==> src/design/lfu_page_replacement_assert.svh <==
// Assertion macros for the design file that checks its own logic.
// Every check is sampled on the rising edge of clk and is off while rst_n is low.
`ifndef LFU_PAGE_REPLACEMENT_ASSERT_SVH
`define LFU_PAGE_REPLACEMENT_ASSERT_SVH

// Whenever cond holds, expr must hold in the same cycle.
`define LFU_PR_ASSERT_NOW(label, cond, expr, msg) \
    label: assert property (@(posedge clk) disable iff (!rst_n) (cond) |-> (expr)) \
        else $error(msg);

// Whenever cond holds, expr must hold in the following cycle.
`define LFU_PR_ASSERT_NEXT(label, cond, expr, msg) \
    label: assert property (@(posedge clk) disable iff (!rst_n) (cond) |=> (expr)) \
        else $error(msg);

`endif

==> src/design/lfu_pr_pkg.sv <==
`default_nettype none

package lfu_pr_pkg;

    // Built capacity and field widths.
    localparam int MAX_FRAMES    = 8;
    localparam int PAGE_BITS     = 16;
    localparam int PAGE_FIELD_W  = 16;
    localparam int COUNT_W       = 32;
    localparam int FRAME_COUNT_W = 4;
    localparam int FRAME_IDX_W   = (MAX_FRAMES > 1) ? $clog2(MAX_FRAMES) : 1;

    localparam logic [FRAME_COUNT_W-1:0] FRAME_COUNT_RESET = 4'd8;

    typedef logic [PAGE_BITS-1:0]     page_t;
    typedef logic [COUNT_W-1:0]       count_t;
    typedef logic [MAX_FRAMES-1:0]    frame_mask_t;
    typedef logic [FRAME_IDX_W-1:0]   frame_idx_t;
    typedef logic [FRAME_COUNT_W-1:0] frame_count_t;

    localparam count_t COUNT_MAX = '1;

    // One reference word.
    typedef struct packed {
        logic [PAGE_FIELD_W-1:0] page_number;
        logic                    last_reference;
    } lfu_pr_req_t;

    // One result word.
    typedef struct packed {
        logic                    fault;
        logic                    evicted_valid;
        logic [PAGE_FIELD_W-1:0] evicted_page;
        count_t                  fault_count;
    } lfu_pr_rsp_t;

    // Outcome of looking up one reference in the frame table.
    typedef struct packed {
        logic  fault;
        logic  evicted_valid;
        page_t evicted_page;
    } lfu_pr_lookup_t;

    // Increment that sticks at the all-ones value.
    function automatic count_t sat_inc(input count_t v);
        return (v == COUNT_MAX) ? v : v + count_t'(1);
    endfunction

    // Frames in use for a frame count setting; zero acts as one and values
    // above the built capacity act as the capacity.
    function automatic frame_mask_t active_mask(input frame_count_t fc);
        frame_mask_t m;
        int          n;
        n = int'(fc);
        if (n < 1)
        begin
            n = 1;
        end
        if (n > MAX_FRAMES)
        begin
            n = MAX_FRAMES;
        end
        for (int k = 0; k < MAX_FRAMES; k++)
        begin
            m[k] = (k < n);
        end
        return m;
    endfunction

endpackage

`default_nettype wire

==> src/design/lfu_pr_victim.sv <==
`default_nettype none

module lfu_pr_victim (
    input  wire lfu_pr_pkg::frame_mask_t candidate,
    input  wire lfu_pr_pkg::count_t      use_count [lfu_pr_pkg::MAX_FRAMES],
    input  wire lfu_pr_pkg::count_t      load_time [lfu_pr_pkg::MAX_FRAMES],
    input  wire lfu_pr_pkg::page_t       page      [lfu_pr_pkg::MAX_FRAMES],
    output lfu_pr_pkg::frame_idx_t       victim_idx,
    output lfu_pr_pkg::page_t            victim_page
);
    import lfu_pr_pkg::*;

    localparam int LEAVES = 1 << $clog2(MAX_FRAMES);
    localparam int NODES  = 2 * LEAVES - 1;

    // Sort key: lowest use count, then earliest load time. Frames outside
    // the candidate set take the all-ones key so they never win, and their
    // stored contents are never looked at.
    typedef struct packed {
        logic [2*COUNT_W:0] key;
        frame_idx_t         idx;
        page_t              page;
    } victim_node_t;

    victim_node_t node [NODES];

    // Binary min tree; the left (lower-numbered) side wins every full tie.
    always_comb
    begin
        for (int i = 0; i < LEAVES; i++)
        begin
            if (i < MAX_FRAMES)
            begin
                node[LEAVES-1+i].key  = candidate[i] ? {1'b0, use_count[i], load_time[i]} : '1;
                node[LEAVES-1+i].idx  = FRAME_IDX_W'(i);
                node[LEAVES-1+i].page = candidate[i] ? page[i] : '0;
            end
            else
            begin
                node[LEAVES-1+i].key  = '1;
                node[LEAVES-1+i].idx  = '0;
                node[LEAVES-1+i].page = '0;
            end
        end
        for (int i = LEAVES - 2; i >= 0; i--)
        begin
            node[i] = (node[2*i+2].key < node[2*i+1].key) ? node[2*i+2] : node[2*i+1];
        end
    end

    assign victim_idx  = node[0].idx;
    assign victim_page = node[0].page;

endmodule

`default_nettype wire

==> src/design/lfu_pr_frames.sv <==
`default_nettype none

module lfu_pr_frames (
    input  wire                         clk,
    input  wire                         rst_n,
    input  wire                         step,
    input  wire lfu_pr_pkg::page_t      page,
    input  wire                         last,
    input  wire lfu_pr_pkg::frame_mask_t active,
    input  wire                         cfg_clear,
    input  wire lfu_pr_pkg::frame_mask_t cfg_keep,
    output lfu_pr_pkg::lfu_pr_lookup_t  lookup
);
    import lfu_pr_pkg::*;

    // Frame table.
    frame_mask_t valid_reg;
    frame_mask_t valid_next;
    page_t       page_reg [MAX_FRAMES];
    count_t      use_reg  [MAX_FRAMES];
    count_t      load_reg [MAX_FRAMES];
    count_t      ref_count_reg;
    count_t      ref_count_next;

    frame_mask_t hit_vec;
    frame_mask_t free_vec;
    frame_mask_t free_first;
    frame_mask_t victim_vec;
    frame_mask_t load_vec;
    frame_idx_t  victim_idx;
    page_t       victim_page;
    logic        hit;
    logic        has_free;

    // Parallel match of the reference against every resident page.
    always_comb
    begin
        for (int k = 0; k < MAX_FRAMES; k++)
        begin
            hit_vec[k] = valid_reg[k] && active[k] && (page_reg[k] == page);
        end
    end

    // Lowest-numbered free frame, as a one-hot vector.
    assign free_vec   = active & ~valid_reg;
    assign free_first = free_vec & (~free_vec + frame_mask_t'(1));
    assign hit        = |hit_vec;
    assign has_free   = |free_vec;

    lfu_pr_victim u_victim (
        .candidate   (active),
        .use_count   (use_reg),
        .load_time   (load_reg),
        .page        (page_reg),
        .victim_idx  (victim_idx),
        .victim_page (victim_page)
    );

    assign victim_vec = frame_mask_t'(1) << victim_idx;

    // On a fault the page goes to a free frame, otherwise over the victim.
    assign load_vec       = hit ? '0 : (has_free ? free_first : victim_vec);
    assign ref_count_next = sat_inc(ref_count_reg);

    assign lookup.fault         = !hit;
    assign lookup.evicted_valid = !hit && !has_free;
    assign lookup.evicted_page  = (!hit && !has_free) ? victim_page : '0;

    // Valid bits: a last word clears the table, a frame count write drops
    // the frames beyond the new count.
    always_comb
    begin
        valid_next = valid_reg;
        if (step)
        begin
            valid_next = last ? '0 : (valid_reg | load_vec);
        end
        else if (cfg_clear)
        begin
            valid_next = valid_reg & cfg_keep;
        end
    end

    always_ff @(posedge clk or negedge rst_n)
    begin
        if (!rst_n)
        begin
            valid_reg     <= '0;
            ref_count_reg <= '0;
        end
        else
        begin
            valid_reg <= valid_next;
            if (step)
            begin
                ref_count_reg <= last ? '0 : ref_count_next;
            end
        end
    end

    // Per-frame page, use count and load time.
    always_ff @(posedge clk)
    begin
        if (step && !last)
        begin
            for (int k = 0; k < MAX_FRAMES; k++)
            begin
                if (hit_vec[k])
                begin
                    use_reg[k] <= sat_inc(use_reg[k]);
                end
                else if (load_vec[k])
                begin
                    page_reg[k] <= page;
                    use_reg[k]  <= count_t'(1);
                    load_reg[k] <= ref_count_next;
                end
            end
        end
    end

endmodule

`default_nettype wire

==> src/design/lfu_page_replacement.sv <==
`default_nettype none

`include "lfu_page_replacement_assert.svh"

// LFU page replacer with oldest-load tie-break. Each request word carries a
// page number; the block answers with one result word giving hit or fault,
// the evicted page (zero when nothing is evicted) and the saturating fault
// count of the current sequence. Up to eight frames are tracked in flip-flops,
// and cfg_wdata (written with cfg_we while the block is idle) sets how many
// are in use; writing it drops resident pages above the new count. A word
// with last_reference set clears all frames and counters after its result.
// The block takes one word per clock: a request is registered, then the
// match, free-frame search and least-used min tree over the frames in use
// settle combinationally from the request register, and the result
// register is loaded when the word advances. A stalled result holds the
// request register, which then stalls the input. No clearing pass follows
// reset.
module lfu_page_replacement (
    input  wire                       clk,
    input  wire                       rst_n,
    input  wire                       req_valid,
    output logic                      req_stall,
    input  wire lfu_pr_pkg::lfu_pr_req_t req_data,
    output logic                      rsp_valid,
    input  wire                       rsp_stall,
    output lfu_pr_pkg::lfu_pr_rsp_t   rsp_data,
    input  wire                       cfg_we,
    input  wire lfu_pr_pkg::frame_count_t cfg_wdata
);
    import lfu_pr_pkg::*;

    frame_count_t   frame_count_reg;
    frame_count_t   frame_count_next;
    logic           in_valid_reg;
    logic           in_valid_next;
    lfu_pr_req_t    in_word_reg;
    logic           rsp_valid_reg;
    logic           rsp_valid_next;
    lfu_pr_rsp_t    rsp_word_reg;
    lfu_pr_rsp_t    rsp_word_next;
    count_t         fault_count_reg;
    count_t         fault_count_next;
    count_t         fault_count_inc;
    lfu_pr_lookup_t lookup;
    logic           accept;
    logic           advance;

    // Handshake: the input word moves on whenever the result register is
    // free or being emptied this cycle.
    assign advance   = in_valid_reg && (!rsp_valid_reg || !rsp_stall);
    assign req_stall = in_valid_reg && !advance;
    assign accept    = req_valid && !req_stall;

    assign frame_count_next = cfg_we ? cfg_wdata : frame_count_reg;
    assign in_valid_next    = accept ? 1'b1 : (advance ? 1'b0 : in_valid_reg);
    assign rsp_valid_next   = advance ? 1'b1 : (rsp_stall ? rsp_valid_reg : 1'b0);

    lfu_pr_frames u_frames (
        .clk       (clk),
        .rst_n     (rst_n),
        .step      (advance),
        .page      (PAGE_BITS'(in_word_reg.page_number)),
        .last      (in_word_reg.last_reference),
        .active    (active_mask(frame_count_reg)),
        .cfg_clear (cfg_we),
        .cfg_keep  (active_mask(cfg_wdata)),
        .lookup    (lookup)
    );

    // Fault counter and the result word.
    always_comb
    begin
        fault_count_inc  = lookup.fault ? sat_inc(fault_count_reg) : fault_count_reg;
        fault_count_next = fault_count_reg;
        if (advance)
        begin
            fault_count_next = in_word_reg.last_reference ? '0 : fault_count_inc;
        end
        rsp_word_next.fault         = lookup.fault;
        rsp_word_next.evicted_valid = lookup.evicted_valid;
        rsp_word_next.evicted_page  = PAGE_FIELD_W'(lookup.evicted_page);
        rsp_word_next.fault_count   = fault_count_inc;
    end

    // Control registers.
    always_ff @(posedge clk or negedge rst_n)
    begin
        if (!rst_n)
        begin
            frame_count_reg <= FRAME_COUNT_RESET;
            in_valid_reg    <= 1'b0;
            rsp_valid_reg   <= 1'b0;
            fault_count_reg <= '0;
        end
        else
        begin
            frame_count_reg <= frame_count_next;
            in_valid_reg    <= in_valid_next;
            rsp_valid_reg   <= rsp_valid_next;
            fault_count_reg <= fault_count_next;
        end
    end

    // Payload registers.
    always_ff @(posedge clk)
    begin
        if (accept)
        begin
            in_word_reg <= req_data;
        end
        if (advance)
        begin
            rsp_word_reg <= rsp_word_next;
        end
    end

    assign rsp_valid = rsp_valid_reg;
    assign rsp_data  = rsp_word_reg;

    // Checks on the pipeline and the counters.
    `LFU_PR_ASSERT_NOW(a_evict_only_on_fault, advance && lookup.evicted_valid, lookup.fault, "eviction without a fault")
    `LFU_PR_ASSERT_NOW(a_no_evict_page_zero, rsp_valid_reg && !rsp_word_reg.evicted_valid, rsp_word_reg.evicted_page == '0, "evicted page not zero")
    `LFU_PR_ASSERT_NEXT(a_fault_count_monotonic, !(advance && in_word_reg.last_reference), fault_count_reg >= $past(fault_count_reg), "fault count went down")
    `LFU_PR_ASSERT_NEXT(a_input_word_held, in_valid_reg && !advance, in_valid_reg && $stable(in_word_reg), "waiting input word lost")

endmodule

`default_nettype wire

==> config.mk <==
export PLATFORM = sky130hd
export DESIGN_NAME = lfu_page_replacement
export DESIGN_NICKNAME = d
export VERILOG_FILES = /design/src/design/lfu_pr_pkg.sv /design/src/design/lfu_pr_victim.sv /design/src/design/lfu_pr_frames.sv /design/src/design/lfu_page_replacement.sv
export VERILOG_INCLUDE_DIRS = /design/src /design/src/design
export SDC_FILE = /design/constraint.sdc
export NUM_CORES = 2
export LEC_CHECK = 0
export ABC_AREA = 1
export BUFFER_PORTS_ARGS = -buffer_cell sky130_fd_sc_hd__buf_2
export CAP_MARGIN = 20
export CORE_AREA = 3 3 325 327
export DETAILED_ROUTE_END_ITERATION = 16
export DIE_AREA = 0 0 328 330
export PLACE_DENSITY = 0.74
export RECOVER_POWER = 50
export SETUP_SLACK_MARGIN = 0.3
export SLEW_MARGIN = 10
export SYNTH_ARGS = -nofsm -noshare
export SYNTH_HDL_FRONTEND = slang
export SYNTH_HIERARCHICAL = 1
export SYNTH_SLANG_ARGS = --single-unit
==> constraint.sdc <==
create_clock -name clk -period 19.23 [get_ports clk]
set_clock_uncertainty 0.15 [all_clocks]
set_input_delay 0.9615 -clock clk [delete_from_list [all_inputs] [get_ports clk]]
set_output_delay 0.9615 -clock clk [all_outputs]
set_load 0.02 [all_outputs]
Word-level counts from Yosys, hierarchy flattened
Cells that the tools add are included.

storage, ports and cells
  bits in registers = 785
  word-level logic and storage cells = 238
  output and inout bits = 52
  input bits = 26

cells by class
  muxes and demuxes = 65
  bitwise operators = 14
  shifts and indexed selects = 1
  reduce and logical (&&, ||, !) cells = 57
  equal/unequal tests = 27
  $add $sub $neg = 11
  magnitude comparators = 27

operators with widths
  kind                     number
  $mux W32                 30
  $mux W65                 8
  $mux W84                 6
  $lt A65 B65 Y1           7
  $add A32 B1 Y32 const B  10
  $eq A32 B32 Y1 const B   10
  $lt A4 B32 Y1 const A    8
  $eq A16 B16 Y1           8
  $lt A3 B32 Y1 const A    4
  $mux W16                 8
  $gt A32 B5 Y1 const B    2
  $lt A1 B32 Y1 const A    2
  $lt A2 B32 Y1 const A    2
  $reduce_and A3 Y1        16
  $mux W8                  5
  $and A8 B8 Y8            3
  $logic_and A1 B1 Y1      21
  $reduce_bool A2 Y1       10
  $mux W19                 1
  $ne A2 B2 Y1 const B     8
  $not A8 Y8               2
  $reduce_or A8 Y1         2
  $mux W4                  3
  $add A8 B1 Y8 const B    1
  8 further kinds          25

Logic depth before layout (Yosys ltp)
  depth after elaboration = 18
  depth in mapped cells = 60
  depth with buffers taken out = 53

Modules after synthesis
The synthesis kept the hierarchy.

by module, submodules not included
  module                area each (um2)  instances  sequential area each (um2)  cells each
  lfu_pr_frames         32217.1          1          20219.4                     3278
  lfu_pr_victim         18159.9          1          0.0                         3111
  lfu_page_replacement  5119.9           1          2964.1                      576

Worst setup path before layout
No wires, ideal clock.

  kind = register to register
  start = reg frame_count_reg[2]
  end = reg u_frames/load_reg[224] (netlist name) (enable)
  arrival = 9257 ps
  path slack = 9369 ps
  stages on the path, launching flop included = 53
  period minus slack after synthesis = 9861 ps
  data required time = 18626 ps
  library setup time = 454 ps
  path through = dfrtp_1 > nor2_1 > a31oi_1 > buf_2 > inv_2 > clkbuf_1 > clkbuf_1 > nor2_1 > ha_1 > nand2_1 > nor2_1 > and2_1 > nand2_1 > nor2_1 > nand3_1 > nand2_1 > nor2_2 > nand2_2 > [17 not listed] > ha_1 > a21oi_1 > nor2_1 > a211oi_1 > o221ai_1 > nand2_1 > o2111ai_1 > nand2_1 > nand2_1 > nor2_1 > nand2_4 > buf_6 > nand2_1 > nand2_1 > nor3_1 > o21ai_0 > nand3b_1 > nor2_1

on the way
  cells in the longest elaborated chain, start to end = 16
  elaborated cells on any way between the ends = 61

ends and longest elaborated chain
  what                                   RTL line                    source
  start, declared                        lfu_page_replacement.sv:32  frame_count_t frame_count_reg;
  start signal, assigned                 lfu_page_replacement.sv:97  frame_count_reg <= frame_count_next;
  $lt A4 B1 Y1                           lfu_pr_pkg.sv:55            if (n < 1)
  $mux W4 (*)                            lfu_pr_pkg.sv:55
  $gt A32 B5 Y1                          lfu_pr_pkg.sv:59            if (n > MAX_FRAMES)
  $mux W4 (*)                            lfu_pr_pkg.sv:59
  $lt A4 B32 Y1 (tied with other cells)  lfu_pr_pkg.sv:65            m[k] = (k < n);
  $mux W65                               lfu_pr_victim.sv:34         node[LEAVES-1+i].key = candidate[i] ? {1'b0, use_count[i], load_time[i]} : '1;
  $lt A65 B65 Y1                         lfu_pr_victim.sv:47         node[i] = (node[2*i+2].key < node[2*i+1].key) ? node[2*i+2] : node[2*i+1];
  $mux W84                               lfu_pr_victim.sv:47
  $lt A65 B65 Y1                         lfu_pr_victim.sv:47
  $mux W84                               lfu_pr_victim.sv:47
  $lt A65 B65 Y1                         lfu_pr_victim.sv:47
  $mux W19 (*)                           lfu_pr_victim.sv:47
  net u_frames.victim_idx[0]             lfu_pr_frames.sv:30         frame_idx_t victim_idx;
  $shl A1 B3 Y8 (*)                      lfu_pr_frames.sv:59         assign victim_vec = frame_mask_t'(1) << victim_idx;
  $mux W8 (*) (2 in a row)               lfu_pr_frames.sv:62         assign load_vec = hit ? '0 : (has_free ? free_first : victim_vec);
  $reduce_and A3 Y1 (no line) (*)        --
  end signal, assigned by index          lfu_pr_frames.sv:116        load_reg[k] <= ref_count_next;
  end, declared                          lfu_pr_frames.sv:21         count_t load_reg [MAX_FRAMES];

The timed path passes the listed nets; every way through them passes the cells marked *.
A chain may end at the register's enable or synchronous reset.

Worst setup path after layout
  start = reg frame_count_reg[3]
  end = reg u_frames/load_reg[188] (netlist name) (enable)

The elaborated chain is that of the path after synthesis.

==> results.toml <==
[power_and_ir_drop]
fin_total_pwr_w = 0.00584
p_leak_nw = 25.3
max-vdd-ir-drop_mv = 0.129
cellPowerDensity_nw_per_um2 = 97.2

[placed_design]
port_buffers = 77
dp.final_hpwl_um = 127000
detailed_place.area_um2 = 57200
gpl.final_weighted_congestion = 0.999
detailedPlace.worstSlack_ns = 5.68

[global_route]
grt-ovfl-total = 0
via_count_of_the_first_global_routing_pass = 46000
globalRouteTotalUtil = 0.315
global_route_wire_length_before_repair_um = 265000
number_of_antenna_violations_at_the_first_check_in_global_routing = 5
grt_max_degree = 119

[critical_path]
worstPathBufferInverterCount = 11
critical_path.max_fanout = 118
timing.critical_path.to_type = "flip-flop"
critical_path_arrival_ns = 14.21
timing.critical_path.slowest_cell_delay_ns = 1.13
setup.worst_path.start_class = "flip-flop"
critPathMostFrequentCell = "nand2_1"
critPathTopFamily = "simple AND/OR/NAND/NOR gates"
path_class = "reg -> reg"
timing.critical_path.slowest_stage_cell = "clkinv_1"
cp.required_ns = 19.40

[cells_and_area]
layout_commonest_cell = "nand2_1"
filler_cell_count = 9225
finalInstanceArea_um2 = 60100
area_delta_synth_final_pct = 8.22
num-nets-final = 7457
post_route_cells_drive_above_1_share = 0.0856
final_cell_mix = "1,568 x nand2_1, 847 x nor2_1, 770 x inv_1, 707 x edfxtp_1, 458 x ha_1"

[sta]
setup_viol = 0
finalHoldViolations = 0
unrepaired_setup_endpoints_after_global_routing = "no"
timing_worst_slew_pin_value_ns = 4.26
period_share = 0.730
final_critical_path_setup_slack_ns = 5.19
drv_slew = 239
final.setup.tns_ns = 0
finalWorstPathRequiredPeriod_ns = 14.04
max-slew-margin-rel = -1.84
maxClockFrequency_mhz = 71.2

[outcome]
violations_in_the_final_reports = "max-capacitance violations, max-slew violations"
status = "finished with violations"

[clocking]
post-cts-setup-buffer-count = 0
cts.clk_slew.worst_paths_ns = 0.06
cts.path.max_buffers = 3
numCtsBuffers = 92
htreeDepth = 3
clock_tree.root_cell = "clkbuf_16"
cts.repair.resized = 0
cts_tree = "done"
clock-sinks = 785
clock_latency_ns = 0.71
ctsHoldBuffers = 0

[routing]
final_antenna_net_count = 0
drt_pass1_iterations = 6
post_drt_via_cell_ratio = 5.89
drcViolationCount = 0
wl_per_cell_um = 20.7
route.final.wire_length_um = 175000
drt-initial-drc-count = 5311
num_vias = 49700

[die]
floorplan_die_area_um2 = 108000
initial_core_util = 0.538
design.portCount = 78
core.rowCount = 118
floorplan.die.height_um = 330
die_width_um = 328
coreArea_um2 = 103000

[run]
timing.max_cap.violations = 7

[yosys]
yosys_warnings = 6
cell_type_with_the_highest_aggregate_area_in_the_netlist = "edfxtp_1"
synth.ff_latch_count = 785
synth.top_cells.by_area = "edfxtp_1 38%, nand2_1 11%, ha_1 10%"
async_flop_share = 0.0994
syn_area_um2 = 55500
synth_edf_count = 707
synth_seq_area_share = 0.418
synth_top_area_share = 0.383
syn-mean-instance-area_um2 = 7.97
postSynthCellCount = 6965
synth_cell_types = 65
synth_top_flop_cell = "edfxtp_1"

[hold_path]
timing.hold.worst.class = "in -> reg"
[path summary, 6_finish.rpt]
check / cells after the start / start / slack [ns] / end
worst min register to register: 2 / in_valid_reg / 0.37 / rsp_valid
worst min-delay path: 1 / req_data[0] / 0.27 / in_word_reg[0]
worst max register to register: 48 / frame_count_reg[3] / 5.19 / u_frames/load_reg[188]
min in group asynchronous: 1 / rst_n / 0.59 / rsp_valid
max in group asynchronous: 2 / rst_n / 14.42 / u_frames/ref_count_reg[28]
worst max-delay path: 48 / frame_count_reg[3] / 5.19 / u_frames/load_reg[188]
[final cells by class]
type | count | area (µm²) | share of cell area
multi-input combinational | 5146 | 28300 | 0.471
clock inverter | 62 | 682 | 0.0114
inverter | 806 | 3030 | 0.0505
antenna | 2 | 5.00 | 0.0000833
clock buffer | 107 | 2390 | 0.0398
tap | 1380 | 1730 | 0.0288
sequential | 785 | 23200 | 0.386
timing repair buffer | 142 | 753 | 0.0125
[routing by layer]
layer  wire, µm  track usage  up-vias
met5         40            0        -
met4       8140        0.141        6
met3      16200       0.0441      403
met2      78400        0.503     2351
met1      71700        0.429    23300
li1           -            -    23600
[worst reg2reg max path: cells and delay by family (launching register included)]
| kind | cells | cell delay, ns |
|---|---|---|
| fa+ha+maj | 3 | 0.73 |
| compound gates | 9 | 2.01 |
| simple gates | 25 | 4.89 |
| buf+inv | 11 | 4.87 |
| flops | 1 | 0.98 |
[cell usage after synthesis (13+ instances only)]
master,instances
o22ai_1,250
inv_1,775
o21a_1,31
nor3_1,126
xnor2_1,38
o21bai_1,13
edfxtp_1,707
nand4_1,126
a31oi_1,47
nor2_2,32
a21oi_1,337
nand3b_1,18
nor2_4,16
buf_4,18
or2_2,264
ha_1,458
dfrtp_1,77
inv_2,25
o21ai_0,356
clkbuf_1,143
nor4_1,21
a21o_1,14
buf_2,54
xor2_1,65
nand2_1,1574
and2_1,21
nand3_1,338
o21ai_1,29
nor2_1,849
[cells by family (layout without fill, tap and decap cells)]
kind of cell             count (synthesis)  in the layout  synth area share
other                                    1              7         0.0000676
flip-flops                             785            785             0.418
buffers and inverters                 1038           1117            0.0737
adder cells (fa/ha/maj)                458            458             0.103
AND/OR/NAND/NOR                       3457           3457             0.276
AO/OA/AOI/OAI                         1123           1123             0.113
XOR/XNOR                               103            103            0.0163
[per-stage QoR]
step	instances	hold slack, ns	util
2_1_floorplan	6969	0.316	-
3_3_place_gp	8256	0.343	0.553
3_5_place_dp	8258	0.364	0.554
4_1_cts	8427	0.0228	0.584
5_1_grt	8428	0.277	0.582
6_report	8430	0.274	0.582
[power breakdown]
group          switching [W]  leakage [nW]  internal (W)  total (W)
logic                0.00146          15.9      0.000638    0.00210
registers          0.0000329          7.93       0.00191    0.00194
clock network       0.000764          1.48       0.00103    0.00180
(Power assumes the default switching activity.)
